**src/hw/rtl/assert_macros.svh**
```systemverilog
// Assertion helpers used by the scanner unit RTL.
`ifndef ASSERT_MACROS_SVH
`define ASSERT_MACROS_SVH

// Implication checked at every clock edge outside reset.
`define ASSERT_CLK(label, prop, msg) \
    label: assert property (@(posedge aclk) disable iff (!aresetn) prop) else $error(msg);

// Property that holds on the cycle after the antecedent.
`define ASSERT_NEXT(label, ante, cons, msg) \
    label: assert property (@(posedge aclk) disable iff (!aresetn) (ante) |=> (cons)) \
        else $error(msg);

`endif

```
**src/hw/rtl/wbps_pkg.sv**
```systemverilog
`default_nettype none

package wbps_pkg;

    // Depth of the byte window
    localparam int PATTERN_MAX = 16;
    // Pattern positions that the registers can describe
    localparam int USABLE_LEN  = (PATTERN_MAX < 16) ? PATTERN_MAX : 16;
    localparam int FILL_W      = $clog2(PATTERN_MAX + 1);
    localparam int PAT_IDX_W   = (USABLE_LEN > 1) ? $clog2(USABLE_LEN) : 1;

    localparam int DATA_W      = 8;
    localparam int ADDR_W      = 48;
    localparam int INDEX_W     = 16;
    localparam int LEN_W       = 5;
    localparam int SEEN_W      = 17;

    localparam int S_TDATA_W   = 56;
    localparam int M_TDATA_W   = 64;
    localparam int CFG_DATA_W  = 64;
    localparam int CFG_ADDR_W  = 6;

    // Register map, one register every 8 bytes
    typedef enum logic [2:0] {
        REG_PATTERN_LOW  = 3'd0,
        REG_PATTERN_HIGH = 3'd1,
        REG_WILDCARD     = 3'd2,
        REG_LENGTH       = 3'd3,
        REG_SKIP         = 3'd4,
        REG_LIMIT        = 3'd5
    } cfg_reg_t;

endpackage

`default_nettype wire

```
**src/hw/rtl/wildcard_byte_pattern_scanner_unit.sv**
```systemverilog
// Latency: a match is offered on m_tvalid the cycle after its byte transfer.
// Throughput: one byte per cycle; the window compare, the match counters and
// the address subtract all sit between the window registers and the result register.
// s_tready drops only while a result waits and m_tready is low.
// Reset (aresetn low, synchronous): window empty, counters zero, registers at
// their defaults (pattern length 1, match limit 1), no result pending.
`default_nettype none
`include "assert_macros.svh"

module wildcard_byte_pattern_scanner_unit (
    input  wire logic                              aclk,
    input  wire logic                              aresetn,
    // Input stream
    input  wire logic                              s_tvalid,
    output logic                                   s_tready,
    input  wire logic [wbps_pkg::S_TDATA_W-1:0]    s_tdata,  // [7:0] data_byte, [55:8] byte_address
    input  wire logic                              s_tuser,  // [0] region_start
    // Result stream
    output logic                                   m_tvalid,
    input  wire logic                              m_tready,
    output logic [wbps_pkg::M_TDATA_W-1:0]         m_tdata,  // [47:0] match_address, [63:48] match_index
    output logic                                   m_tlast,  // limit_reached
    // Configuration
    input  wire logic                              psel,
    input  wire logic                              penable,
    input  wire logic                              pwrite,
    input  wire logic [wbps_pkg::CFG_ADDR_W-1:0]   paddr,
    input  wire logic [wbps_pkg::CFG_DATA_W-1:0]   pwdata,
    output logic [wbps_pkg::CFG_DATA_W-1:0]        prdata,
    output logic                                   pready
);

    localparam int PM = wbps_pkg::PATTERN_MAX;

    // Configuration registers
    logic [63:0]                      pat_low_reg;
    logic [63:0]                      pat_high_reg;
    logic [15:0]                      wild_reg;
    logic [wbps_pkg::LEN_W-1:0]       len_reg;
    logic [15:0]                      skip_reg;
    logic [15:0]                      limit_reg;

    // Scan state
    logic [wbps_pkg::DATA_W-1:0]      win_reg [PM];
    logic [wbps_pkg::DATA_W-1:0]      win_next [PM];
    logic [wbps_pkg::FILL_W-1:0]      fill_reg, fill_next;
    logic [wbps_pkg::SEEN_W-1:0]      seen_reg, seen_next;
    logic                             stopped_reg, stopped_next;

    // Result register
    logic                             out_valid_reg, out_valid_next;
    logic [wbps_pkg::ADDR_W-1:0]      out_addr_reg, out_addr_next;
    logic [wbps_pkg::INDEX_W-1:0]     out_index_reg, out_index_next;
    logic                             out_last_reg, out_last_next;

    logic                             in_xfer;
    logic                             cfg_wr;
    logic [wbps_pkg::DATA_W-1:0]      in_data;
    logic [wbps_pkg::ADDR_W-1:0]      in_addr;
    logic [127:0]                     pat_all;
    logic                             win_match;
    logic                             out_load;

    assign pready   = 1'b1;
    assign cfg_wr   = psel && penable && pwrite;
    assign s_tready = !out_valid_reg || m_tready;
    assign in_xfer  = s_tvalid && s_tready;
    assign in_data  = s_tdata[7:0];
    assign in_addr  = s_tdata[55:8];
    assign pat_all  = {pat_high_reg, pat_low_reg};

    // Register reads
    always_comb begin
        case (wbps_pkg::cfg_reg_t'(paddr[5:3]))
            wbps_pkg::REG_PATTERN_LOW:  prdata = pat_low_reg;
            wbps_pkg::REG_PATTERN_HIGH: prdata = pat_high_reg;
            wbps_pkg::REG_WILDCARD:     prdata = {48'd0, wild_reg};
            wbps_pkg::REG_LENGTH:       prdata = {59'd0, len_reg};
            wbps_pkg::REG_SKIP:         prdata = {48'd0, skip_reg};
            wbps_pkg::REG_LIMIT:        prdata = {48'd0, limit_reg};
            default:                    prdata = '0;
        endcase
    end

    // Register writes
    always_ff @(posedge aclk) begin
        if (!aresetn) begin
            pat_low_reg  <= '0;
            pat_high_reg <= '0;
            wild_reg     <= '0;
            len_reg      <= wbps_pkg::LEN_W'(1);
            skip_reg     <= '0;
            limit_reg    <= 16'd1;
        end else if (cfg_wr && pready) begin
            case (wbps_pkg::cfg_reg_t'(paddr[5:3]))
                wbps_pkg::REG_PATTERN_LOW:  pat_low_reg  <= pwdata;
                wbps_pkg::REG_PATTERN_HIGH: pat_high_reg <= pwdata;
                wbps_pkg::REG_WILDCARD:     wild_reg     <= pwdata[15:0];
                wbps_pkg::REG_LENGTH:       len_reg      <= pwdata[wbps_pkg::LEN_W-1:0];
                wbps_pkg::REG_SKIP:         skip_reg     <= pwdata[15:0];
                wbps_pkg::REG_LIMIT:        limit_reg    <= pwdata[15:0];
                default: ;
            endcase
        end
    end

    // Window shift; a region start restarts the fill count
    always_comb begin
        win_next[0] = in_data;
        for (int k = 1; k < PM; k++) begin
            win_next[k] = win_reg[k-1];
        end
        if (s_tuser) begin
            fill_next = wbps_pkg::FILL_W'(1);
        end else if (fill_reg == wbps_pkg::FILL_W'(PM)) begin
            fill_next = fill_reg;
        end else begin
            fill_next = fill_reg + wbps_pkg::FILL_W'(1);
        end
    end

    // Compare each window position within the pattern length against its aligned pattern byte
    always_comb begin
        logic [wbps_pkg::LEN_W-1:0]     len_m1;
        logic [wbps_pkg::PAT_IDX_W-1:0] pidx;
        logic                           len_ok;
        logic                           fill_ok;
        logic                           bytes_ok;
        len_m1   = len_reg - wbps_pkg::LEN_W'(1);
        len_ok   = (len_reg != '0) && (len_reg <= wbps_pkg::LEN_W'(wbps_pkg::USABLE_LEN));
        fill_ok  = 32'(fill_next) >= 32'(len_reg);
        bytes_ok = 1'b1;
        pidx     = '0;
        for (int j = 0; j < wbps_pkg::USABLE_LEN; j++) begin
            if (wbps_pkg::LEN_W'(j) < len_reg) begin
                pidx = wbps_pkg::PAT_IDX_W'(len_m1 - wbps_pkg::LEN_W'(j));
                if (!wild_reg[pidx] && (win_next[j] != pat_all[8*pidx +: 8])) begin
                    bytes_ok = 1'b0;
                end
            end
        end
        win_match = len_ok && fill_ok && bytes_ok;
    end

    // Match counting, skip and limit
    always_comb begin
        logic [17:0] idx;
        logic [15:0] limit_eff;
        logic        last;
        seen_next      = seen_reg;
        stopped_next   = stopped_reg;
        out_load       = 1'b0;
        limit_eff      = (limit_reg == '0) ? 16'd1 : limit_reg;
        idx            = {1'b0, seen_reg} - {2'b00, skip_reg};
        last           = (idx + 18'd1) >= {2'b00, limit_eff};
        out_addr_next  = in_addr - wbps_pkg::ADDR_W'(len_reg - wbps_pkg::LEN_W'(1));
        out_index_next = idx[15:0];
        out_last_next  = last;
        if (in_xfer && win_match && !stopped_reg) begin
            if ({1'b0, seen_reg} < {2'b00, skip_reg}) begin
                seen_next = seen_reg + wbps_pkg::SEEN_W'(1);
            end else begin
                out_load = 1'b1;
                if (seen_reg != '1) begin
                    seen_next = seen_reg + wbps_pkg::SEEN_W'(1);
                end
                if (last) begin
                    stopped_next = 1'b1;
                end
            end
        end
        if (out_load) begin
            out_valid_next = 1'b1;
        end else if (m_tready) begin
            out_valid_next = 1'b0;
        end else begin
            out_valid_next = out_valid_reg;
        end
    end

    // State and result registers
    always_ff @(posedge aclk) begin
        if (!aresetn) begin
            fill_reg      <= '0;
            seen_reg      <= '0;
            stopped_reg   <= 1'b0;
            out_valid_reg <= 1'b0;
        end else begin
            if (in_xfer) begin
                fill_reg <= fill_next;
            end
            seen_reg      <= seen_next;
            stopped_reg   <= stopped_next;
            out_valid_reg <= out_valid_next;
        end
    end

    // Payload registers, no reset needed
    always_ff @(posedge aclk) begin
        if (in_xfer) begin
            for (int k = 0; k < PM; k++) begin
                win_reg[k] <= win_next[k];
            end
        end
        if (out_load) begin
            out_addr_reg  <= out_addr_next;
            out_index_reg <= out_index_next;
            out_last_reg  <= out_last_next;
        end
    end

    assign m_tvalid = out_valid_reg;
    assign m_tdata  = {out_index_reg, out_addr_reg};
    assign m_tlast  = out_last_reg;

    // Checks
    `ASSERT_CLK(a_no_load_stopped, out_load |-> !stopped_reg, "result loaded after scan stop")
    `ASSERT_CLK(a_last_stops, (m_tvalid && m_tlast) |-> stopped_reg, "last result without stop")
    `ASSERT_NEXT(a_seen_mono, 1'b1, seen_reg >= $past(seen_reg), "match count went down")
    `ASSERT_CLK(a_ready_empty, !m_tvalid |-> s_tready, "input stalled with empty result register")

endmodule

`default_nettype wire

```
**config.mk**
```make
export PLATFORM = sky130hd
export DESIGN_NAME = wildcard_byte_pattern_scanner_unit
export DESIGN_NICKNAME = d
export VERILOG_FILES = /design/src/hw/rtl/wbps_pkg.sv /design/src/hw/rtl/wildcard_byte_pattern_scanner_unit.sv
export VERILOG_INCLUDE_DIRS = /design/src /design/src/hw/rtl
export SDC_FILE = /design/constraint.sdc
export NUM_CORES = 1
export LEC_CHECK = 0
export BUFFER_PORTS_ARGS = -buffer_cell sky130_fd_sc_hd__buf_2
export CORE_ASPECT_RATIO = 2
export CORE_MARGIN = 2
export CORE_UTILIZATION = 45
export DETAILED_ROUTE_END_ITERATION = 6
export GPL_ROUTABILITY_DRIVEN = 0
export SYNTH_ARGS = -nofsm -noshare
export SYNTH_HDL_FRONTEND = slang
export SYNTH_SLANG_ARGS = --single-unit
```
**constraint.sdc**
```tcl
create_clock -name aclk -period 28.8 [get_ports aclk]
set_clock_uncertainty 0.05 [all_clocks]
set_input_delay 1.44 -clock aclk [delete_from_list [all_inputs] [get_ports aclk]]
set_output_delay 1.44 -clock aclk [all_outputs]
set_load 0.02 [all_outputs]
```
==> results.toml, run 1 <==
[run_status]
status = "completed"

[routing]
post_drt_wl_per_cell_um = 25.5
wl_met3_um = 5520
wl_met1_um = 34300
routed.top_layer = "met4"
drc = 0
drt_wl_total_um = 95600
dr.pass1.iters = 5
met2RoutedLength_um = 47000
via_per_inst = 6.03
postRouteAntennaNets = 0
vias = 22600
drt_iter0_drc = 1651

[clock_tree]
tritoncts = "built"
postCtsSetupBuffers = 0
clock_path_buffers = 3
numClockSinks = 390
ctsResizeCount = 0
htree_levels = 2
holdBufCountCts = 0
clockRootBuffer = "clkbuf_16"
cts_made_buffers = 39
clk_transition_reported_paths_ps = 70
insertion_delay_ps = 580

[yosys]
synthArstFlopShare_pct = 0
synth-edff-count = 185
avgSynthCellArea_um2 = 9.88
synth_flop_cell = "dfxtp_1"
ys_warn_count = 0
ys_seq_elements = 390
ys_seq_area_share_pct = 35.2
netlist_instances = 2779
synth_nets = 3009
synth.distinct_cells = 81
synthesis.area_um2 = 27500

[die]
row_count = 128
fp.dieArea_um2 = 63100
core_um2 = 60700
ioPinCount = 266
start_util_pct = 45.2
die_x_um = 179
dieHeight_um = 353

[sta]
tightest_slew_ps = 1260
finalSetupViolCount = 0
period_minus_slack_ps = 7700
finalCritPeriodShare_pct = 26.7
slew-limit-headroom_pct = 14.1
fmax_mhz = 130
tns_ps = 0
hold_viol_final = 0
slew_violations = 0
hold_slack_ps = 412
fin_ws_ps = 21100
rsz0062_at_grt = "false"

[pwr]
power.density_nw_per_um2 = 42.4
max-vdd-ir-drop_uv = 46.1
power_w = 0.00129
power.leakage_nw = 11.9

[global_routing]
grt_max_degree = 119
track_usage_pct = 29.7
antenna_found_initial = 3
overflow = 0
grt_pass1_vias = 22400
grt_pass1_wl_um = 139000

[layout]
largest_reg_flops = 120
layout_common_cells = "nand2_1 (449), mux2i_1 (392), buf_2 (260)"
final_common_cell = "nand2_1"
fillerInstances = 5631
nets = 3170
drive_gt1_share_pct = 17.6
finish.utilization_pct = 50.3
area_growth_pct = 11.1

[hold_path]
hp-class = "reg2reg"

[place]
hpwl_um = 74000
place_ws_ps = 21270
io_buffers = 261

[setup_path]
cp.required_ps = 29260
cp_max_fo = 42
cp-end-kind = "register"
critPathLaunchType = "register"
path_class = "reg2reg"
crit_arrival_ps = 8160

[job]
drv_cap = 0
## area by class of cell
type | instances | area [um2] | share of cell area (%)
Sequential cell | 390 | 9660 | 31.7
Clock inverter | 17 | 214 | 0.701
Multi-Input combinational cell | 2147 | 16800 | 54.9
Tap cell | 780 | 976 | 3.20
Antenna cell | 1 | 2.50 | 0.00820
Timing Repair Buffer | 290 | 1530 | 5.00
Inverter | 72 | 275 | 0.902
Clock buffer | 53 | 1090 | 3.58
## cell families (layout without fill, tap and decap cells)
kind of cell	after synthesis	after routing	share of synthesized area, %
and+or+nand+nor	749	749	12.7
DFF	390	390	35.2
buffers and inverters	242	432	4.11
muxes	528	528	22.5
adders and majority gates	97	97	4.47
other	1	2	0.0137
xor gates and xnor gates	206	206	6.79
AOI/OAI and AO/OA	566	566	14.3
## metal layers
metal | up-vias | global-route usage, %
met5 | - | 0
met4 | 0 | 23.4
met3 | 259 | 3.81
met2 | 966 | 50.8
met1 | 10900 | 32.8
li1 | 10500 | -
## power by group
part	switching (W)	internal, W	leakage (nW)
Clock	0.000236	0.000304	0.629
Combinational	0.0000879	0.0000566	7.83
Sequential	0.0000115	0.000597	3.43
## per-stage QoR
| step | area [um2] | std cells |
|---|---|---|
| 2_1_floorplan | 27500 | 2779 |
| 3_3_place_gp | 29200 | 3679 |
| 3_5_place_dp | 29200 | 3679 |
| 4_1_cts | 30500 | 3749 |
| 5_1_grt | 30500 | 3750 |
| 6_report | 30500 | 3750 |
## worst max-delay path, stage by stage (launching register included)
cell and delay (ps):
dfxtp_1 760, inv_1 260, ha_4 730, inv_1 320
ha_1 310, nor2b_1 150, o21a_1 230, o31ai_4 620
nand2_1 620, mux4_2 650, xor2_1 150, nand3_1 310
nor4_1 810, o31ai_1 220, or2_1 610, nor3_2 550
mux2i_1 250
## final timing paths
path | from | to | slack, ps | depth (start not counted)
worst max-delay path | len_reg[1] | seen_reg[16] | 21100 | 16
worst min register to register | win_reg[0][10] | win_reg[0][18] | 410 | 0
worst min-delay path | win_reg[0][10] | win_reg[0][18] | 410 | 0
worst max register to register | len_reg[1] | seen_reg[16] | 21100 | 16
## synthesized netlist by cell type (all sizes together) (3+ instances only)
master | number | area share, %
dfxtp | 205 | 15
or3 | 9 | 0.21
nor4b | 3 | 0.096
a21oi | 99 | 1.8
a21boi | 181 | 4.9
mux2 | 74 | 3.0
a211o | 4 | 0.13
nor4 | 21 | 0.71
and2 | 15 | 0.34
xor2 | 82 | 2.6
clkbuf | 93 | 1.3
o21a | 13 | 0.36
a221oi | 4 | 0.13
o22ai | 16 | 0.36
o211ai | 10 | 0.27
a22oi | 17 | 0.46
mux2i | 392 | 14
nand2b | 23 | 0.52
nand3 | 27 | 0.51
and3 | 19 | 0.47
inv | 71 | 0.97
a21o | 48 | 1.3
nor3 | 34 | 0.68
xnor2 | 124 | 4.2
nor2 | 58 | 0.82
o31ai | 5 | 0.19
a22o | 50 | 1.6
o21bai | 6 | 0.16
mux4 | 62 | 5.2
a2111oi | 4 | 0.13
a211oi | 8 | 0.22
ha | 94 | 4.3
and4 | 6 | 0.19
edfxtp | 185 | 20
nor2b | 26 | 0.59
a31oi | 12 | 0.27
or2 | 5 | 0.11
nand2 | 452 | 6.2
o21ai | 70 | 1.3
nand4 | 43 | 1.0
buf | 77 | 1.9
o41ai | 3 | 0.096
Note: power is estimated with default switching activity, not from simulation.
==> inputs of run 2 (changes only) <==
--- a/config.mk
+++ b/config.mk
@@ -12,6 +12,7 @@
 export CORE_UTILIZATION = 45
 export DETAILED_ROUTE_END_ITERATION = 6
 export GPL_ROUTABILITY_DRIVEN = 0
+export PLACE_DENSITY = 0.66
 export SYNTH_ARGS = -nofsm -noshare
 export SYNTH_HDL_FRONTEND = slang
 export SYNTH_SLANG_ARGS = --single-unit
==> constraint.sdc (replaced) <==
create_clock -name aclk -period 6.2 [get_ports aclk]
set_clock_uncertainty 0.05 [all_clocks]
set_input_delay 0.31 -clock aclk [delete_from_list [all_inputs] [get_ports aclk]]
set_output_delay 0.31 -clock aclk [all_outputs]
set_load 0.02 [all_outputs]
==> run 2 against run 1 <==
Net effect:
- sequential share of layout area is 0.73 points lower
- sequential power grew to 4.7 times the previous value
- combinational power grew to 4.9 times the previous value
- final area is 2.4% higher
- sequential cell count stayed put
- via count is 3.3% higher
- count of clock-buffer cells in the layout is 4 higher
- critical path type unchanged
- worst hold slack worse by 400 ps
- global-route usage is 0.42 points higher
- utilization is 1.2 points higher
==> results.toml, run 2 (synthesis results as in run 1) <==
[clock_tree]
postCtsSetupBuffers = 0
htree_levels = 2
cts_made_buffers = 38
tritoncts = "built"
clock_path_buffers = 3
insertion_delay_ps = 580
clockRootBuffer = "clkbuf_16"
clk_transition_reported_paths_ps = 70
numClockSinks = 390

[setup_path]
cpMostUsedCell = "a21oi_1"
cp_max_fo = 18
cp-end-kind = "register"
cp_slowest_cell = "or2_1"
max_stage_delay_ps = 880
crit_arrival_ps = 6330
path_class = "reg2reg"
path_cells = "clkinv_4, ha_4, xnor2_4, inv_2, ha_1, or3_1, a21oi_1, xnor2_2, buf_4, mux4_2, xnor2_1, nor4_1, a21oi_1, a22o_1, or2_1, nor3_1, a31o_2"
cp_top_family = "simple AND/OR/NAND/NOR gates"
critPathBufInv = 3
critPathLaunchType = "register"
cp.required_ps = 6620

[global_routing]
grt_pass1_wl_um = 141000
antenna_found_initial = 1
grt_max_degree = 139
grt_pass1_vias = 23100
overflow = 0
track_usage_pct = 30.1

[sta]
hold_slack_ps = 10.7
tightest_slew_ps = 1140
slew-limit-headroom_pct = 24.2
hold_viol_final = 0
slew_violations = 0
rsz0062_at_grt = "false"
fmax_mhz = 169
finalSetupViolCount = 0
period_minus_slack_ps = 5900
finalCritPeriodShare_pct = 95.2

[run_status]
status = "completed"

[routing]
via_per_inst = 6.12
postRouteAntennaNets = 0
post_drt_wl_per_cell_um = 25.4
drt_wl_total_um = 97000
dr.pass1.iters = 6
drt_iter0_drc = 1969
vias = 23400
drc = 0

[layout]
multi_input_area_um2 = 16800
nets = 3244
ff_latch_area_um2 = 9660
finish.utilization_pct = 51.4
layout_common_cells = "nand2_1 (449), mux2i_1 (392), buf_2 (260)"
final_common_cell = "nand2_1"
area_growth_pct = 13.7
fillerInstances = 5464
drive_gt1_share_pct = 17.7
largest_reg_flops = 120

[place]
hpwl_um = 74500
io_buffers = 261

[job]
drv_cap = 0

[pwr]
max-vdd-ir-drop_uv = 206
power.density_nw_per_um2 = 190
power.leakage_nw = 12.2

[hold_path]
hp-class = "in2reg"

[die]
fp.dieArea_um2 = 63100
core_um2 = 60700
row_count = 128
ioPinCount = 266
die_x_um = 179
start_util_pct = 45.2
dieHeight_um = 353
-- run 2: cell count changes in the layout (fill, tap and decap cells not counted), moves of 3 or more --
cell | previous run | this run
buf_4 | 30 | 42
bufinv_16 | 4 | 0
clkbuf_1 | 10 | 6
clkbuf_8 | 2 | 8
clkinvlp_4 | 3 | 0
dlygate4sd3_1 | 0 | 61
-- run 2: final timing paths --
kind | cells past startpoint | endpoint | slack [ps] | start
worst max-delay path | 17 | stopped_reg | 300 | len_reg[0]
worst min-delay path | 3 | pat_high_reg[11] | 10 | pwdata[11]
worst max register to register | 17 | stopped_reg | 300 | len_reg[0]
worst min register to register | 0 | win_reg[1][54] | 410 | win_reg[1][46]
-- run 2: where the power goes --
part           switching (W)  internal [W]
logic               0.000419      0.000293
clock network        0.00108       0.00133
registers          0.0000548       0.00277
total                0.00155       0.00439
-- run 2: routing by layer --
metal  global-route usage, %  wire (um)
met4                    26.3      10400
met1                    32.4      33900
met3                    4.53       6120
met5                       0         13
met2                    50.7      46600
-- run 2: per-stage QoR --
step                      cell area (um2)  cells  TNS [ps]  setup WS (ps)  power (W)
after floorplan                     27600   2779    -61060           -927    0.00331
after global routing                31200   3820         0            117    0.00611
after CTS                           31200   3820         0            579    0.00595
after detailed placement            29400   3693         0            576    0.00355
final                               31200   3822         0            296    0.00594
after global placement              29400   3693         0            666    0.00353
-- run 2: layout make-up --
class / count / share of cell area [%]
repair buffers: 365 / 7.26
clock buffers: 57 / 3.81
flip-flops and latches: 390 / 30.9
inverters: 72 / 0.913
multi-input cells: 2147 / 53.8
well taps: 780 / 3.13
clock inverters: 9 / 0.152
diodes: 2 / 0.0160
-- run 2: repair_timing --
| action | CTS | global route |
|---|---|---|
| endpoints found under the setup margin | 0 | 1 |
| endpoints found under the hold margin | 117 | 0 |
| hold buffers | 61 | 0 |
| resized for setup | 0 | 1 |
-- run 2: worst reg2reg max path, cell delays in order, from the launching register on --
cell and delay (ps):
dfxtp_4 380, clkinv_4 170, ha_4 270, xnor2_4 200
inv_2 70, ha_1 260, or3_1 330, a21oi_1 230
xnor2_2 140, buf_4 340, mux4_2 570, xnor2_1 510
nor4_1 180, a21oi_1 480, a22o_1 310, or2_1 880
nor3_1 150, a31o_2 280
==> inputs of run 3 (changes only) <==
--- a/config.mk
+++ b/config.mk
@@ -6,7 +6,7 @@
 export SDC_FILE = /design/constraint.sdc
 export NUM_CORES = 1
 export LEC_CHECK = 0
-export BUFFER_PORTS_ARGS = -buffer_cell sky130_fd_sc_hd__buf_2
+export BUFFER_PORTS_ARGS = -buffer_cell sky130_fd_sc_hd__buf_4
 export CORE_ASPECT_RATIO = 2
 export CORE_MARGIN = 2
 export CORE_UTILIZATION = 45
==> run 3 against run 2 <==
Net effect:
- sequential share of layout area decreased by 0.84 points
- sequential cell count unchanged
- sequential power about the same
- count of clock-buffer cells in the layout fell by 5
- worst setup slack better by 12 ps
- critical path type unchanged
- largest cell class unchanged
- highest routed layer is now met4
==> results.toml, run 3 (synthesis results as in run 1) <==
[run_status]
status = "completed"

[global_routing]
grt_max_degree = 141
antenna_found_initial = 0
track_usage_pct = 30.4
grt_pass1_wl_um = 142000
overflow = 0
grt_pass1_vias = 23000

[clock_tree]
ctsResizeCount = 0
insertion_delay_ps = 590
cts_made_buffers = 39
htree_levels = 2
clock_path_buffers = 3
postCtsSetupBuffers = 0
numClockSinks = 390
clockRootBuffer = "clkbuf_16"
clk_transition_reported_paths_ps = 70
tritoncts = "built"

[setup_path]
critPathCapture = "seen_reg[3]"
cpMostUsedCell = "mux2i_1"
cp_slowest_cell = "or4_1"
r2r_cells = 13
max_stage_delay_ps = 720
reg2reg_from = "len_reg[0]"
critPathLaunchType = "register"
critPathBufInv = 2
path_cells = "clkinv_4, ha_4, buf_12, mux2i_1, mux4_2, mux2i_1, xnor2_1, nand3_1, or4_1, a22o_1, or2_1, nor4b_1, mux2i_1"
path_class = "reg2reg"
cp_max_fo = 140
cp-end-kind = "register"
r2r-end = "seen_reg[3]"
crit_start = "len_reg[0]"
cp.required_ps = 6660
ff2ff_setup_slack_ps = 310
cp.depth = 13
cp_top_family = "simple AND/OR/NAND/NOR gates"
crit_arrival_ps = 6350

[routing]
via_per_inst = 6.13
post_drt_wl_per_cell_um = 25.5
drt_wl_total_um = 97600
vias = 23500
drt_iter0_drc = 2016
postRouteAntennaNets = 0
drc = 0
dr.pass1.iters = 5

[place]
io_buffers = 261
hpwl_um = 74400

[sta]
tightest_slew_ps = 1090
fmax_mhz = 170
period_minus_slack_ps = 5890
finalCritPeriodShare_pct = 95.0
slew_violations = 0
finalSetupViolCount = 0
hold_viol_final = 0
slew-limit-headroom_pct = 27.2
hold_slack_ps = 16.1
rsz0062_at_grt = "false"

[pwr]
seqPwrFrac_pct = 45.8
p_int_w = 0.00456
power.density_nw_per_um2 = 192
power_switching_w = 0.00162
switching_share_pct = 26.2
power_frac_comb_pct = 12.0
max-vdd-ir-drop_uv = 212
p_clk_share_pct = 42.2
power.leakage_nw = 12.5

[die]
dieHeight_um = 353
ioPinCount = 266
fp.dieArea_um2 = 63100
die_x_um = 179
core_um2 = 60700
row_count = 128
start_util_pct = 45.2

[layout]
nets = 3254
diodes = 0
final_common_cell = "nand2_1"
largest_reg_flops = 120
drive_gt1_share_pct = 18.1
layout_common_cells = "nand2_1 (450), mux2i_1 (392), buf_4 (304)"
area_growth_pct = 16.9
finish.utilization_pct = 52.9

[job]
drv_cap = 0

[hold_path]
hp-class = "in2reg"
-- run 3: power groups by stage --
stage               logic [W]  registers [W]  clock network (W)
detailed placement   0.000692        0.00288                  0
CTS                  0.000729        0.00282            0.00264
global route         0.000791        0.00283            0.00274
global placement     0.000675        0.00288                  0
floorplan            0.000447        0.00286                  0
finish               0.000743        0.00283            0.00261
-- run 3: area by class of cell --
class	count	area (um2)
multi-input cells	2147	16800
well taps	780	976
repair buffers	374	3000
inverters	72	285
clock inverters	20	219
fillers	5362	28600
flip-flops and latches	390	9660
clock buffers	52	1160
-- run 3: what timing repair did --
item,CTS,global route
hold buffers,68,0
endpoints found under the hold margin,150,0
endpoints found under the setup margin,0,0
-- run 3: metrics by stage --
step           TNS [ps]  cell area, um2  instances  power, W  setup WS [ps]
3_3_place_gp          0           30000       3695   0.00355            707
5_1_grt               0           32100       3835   0.00636            161
6_report              0           32100       3835   0.00618            308
3_5_place_dp          0           30000       3695   0.00357            518
2_1_floorplan    -61060           27600       2779   0.00331           -927
4_1_cts               0           32100       3835   0.00619            477
-- run 3: worst reg2reg max path: cells and delay by family, from the launching register on --
family          cells  cell delay, ps
mux                 4            1700
compound gates      1             280
fa+ha+maj           1             370
xor+xnor            1             330
buf+inv             2             630
simple gates        4            2130
flops               1             360
-- run 3: metal layers --
| metal | GRT usage (%) | share of wire, % |
|---|---|---|
| met5 | 0 | 0 |
| met4 | 23.6 | 9.3 |
| met3 | 3.81 | 6.4 |
| met1 | 33.7 | 35 |
| met2 | 51.8 | 49 |
-- run 3: worst min-delay path by stage --
stage / from / to / cells after the start
2_1_floorplan: s_tdata[0] / win_reg[0][0] / 0
3_3_place_gp: win_reg[0][21] / win_reg[0][29] / 0
3_5_place_dp: win_reg[0][21] / win_reg[0][29] / 0
4_1_cts: pwdata[0] / limit_reg[0] / 3
5_1_grt: pwdata[1] / limit_reg[1] / 3
6_report: pwdata[1] / limit_reg[1] / 3
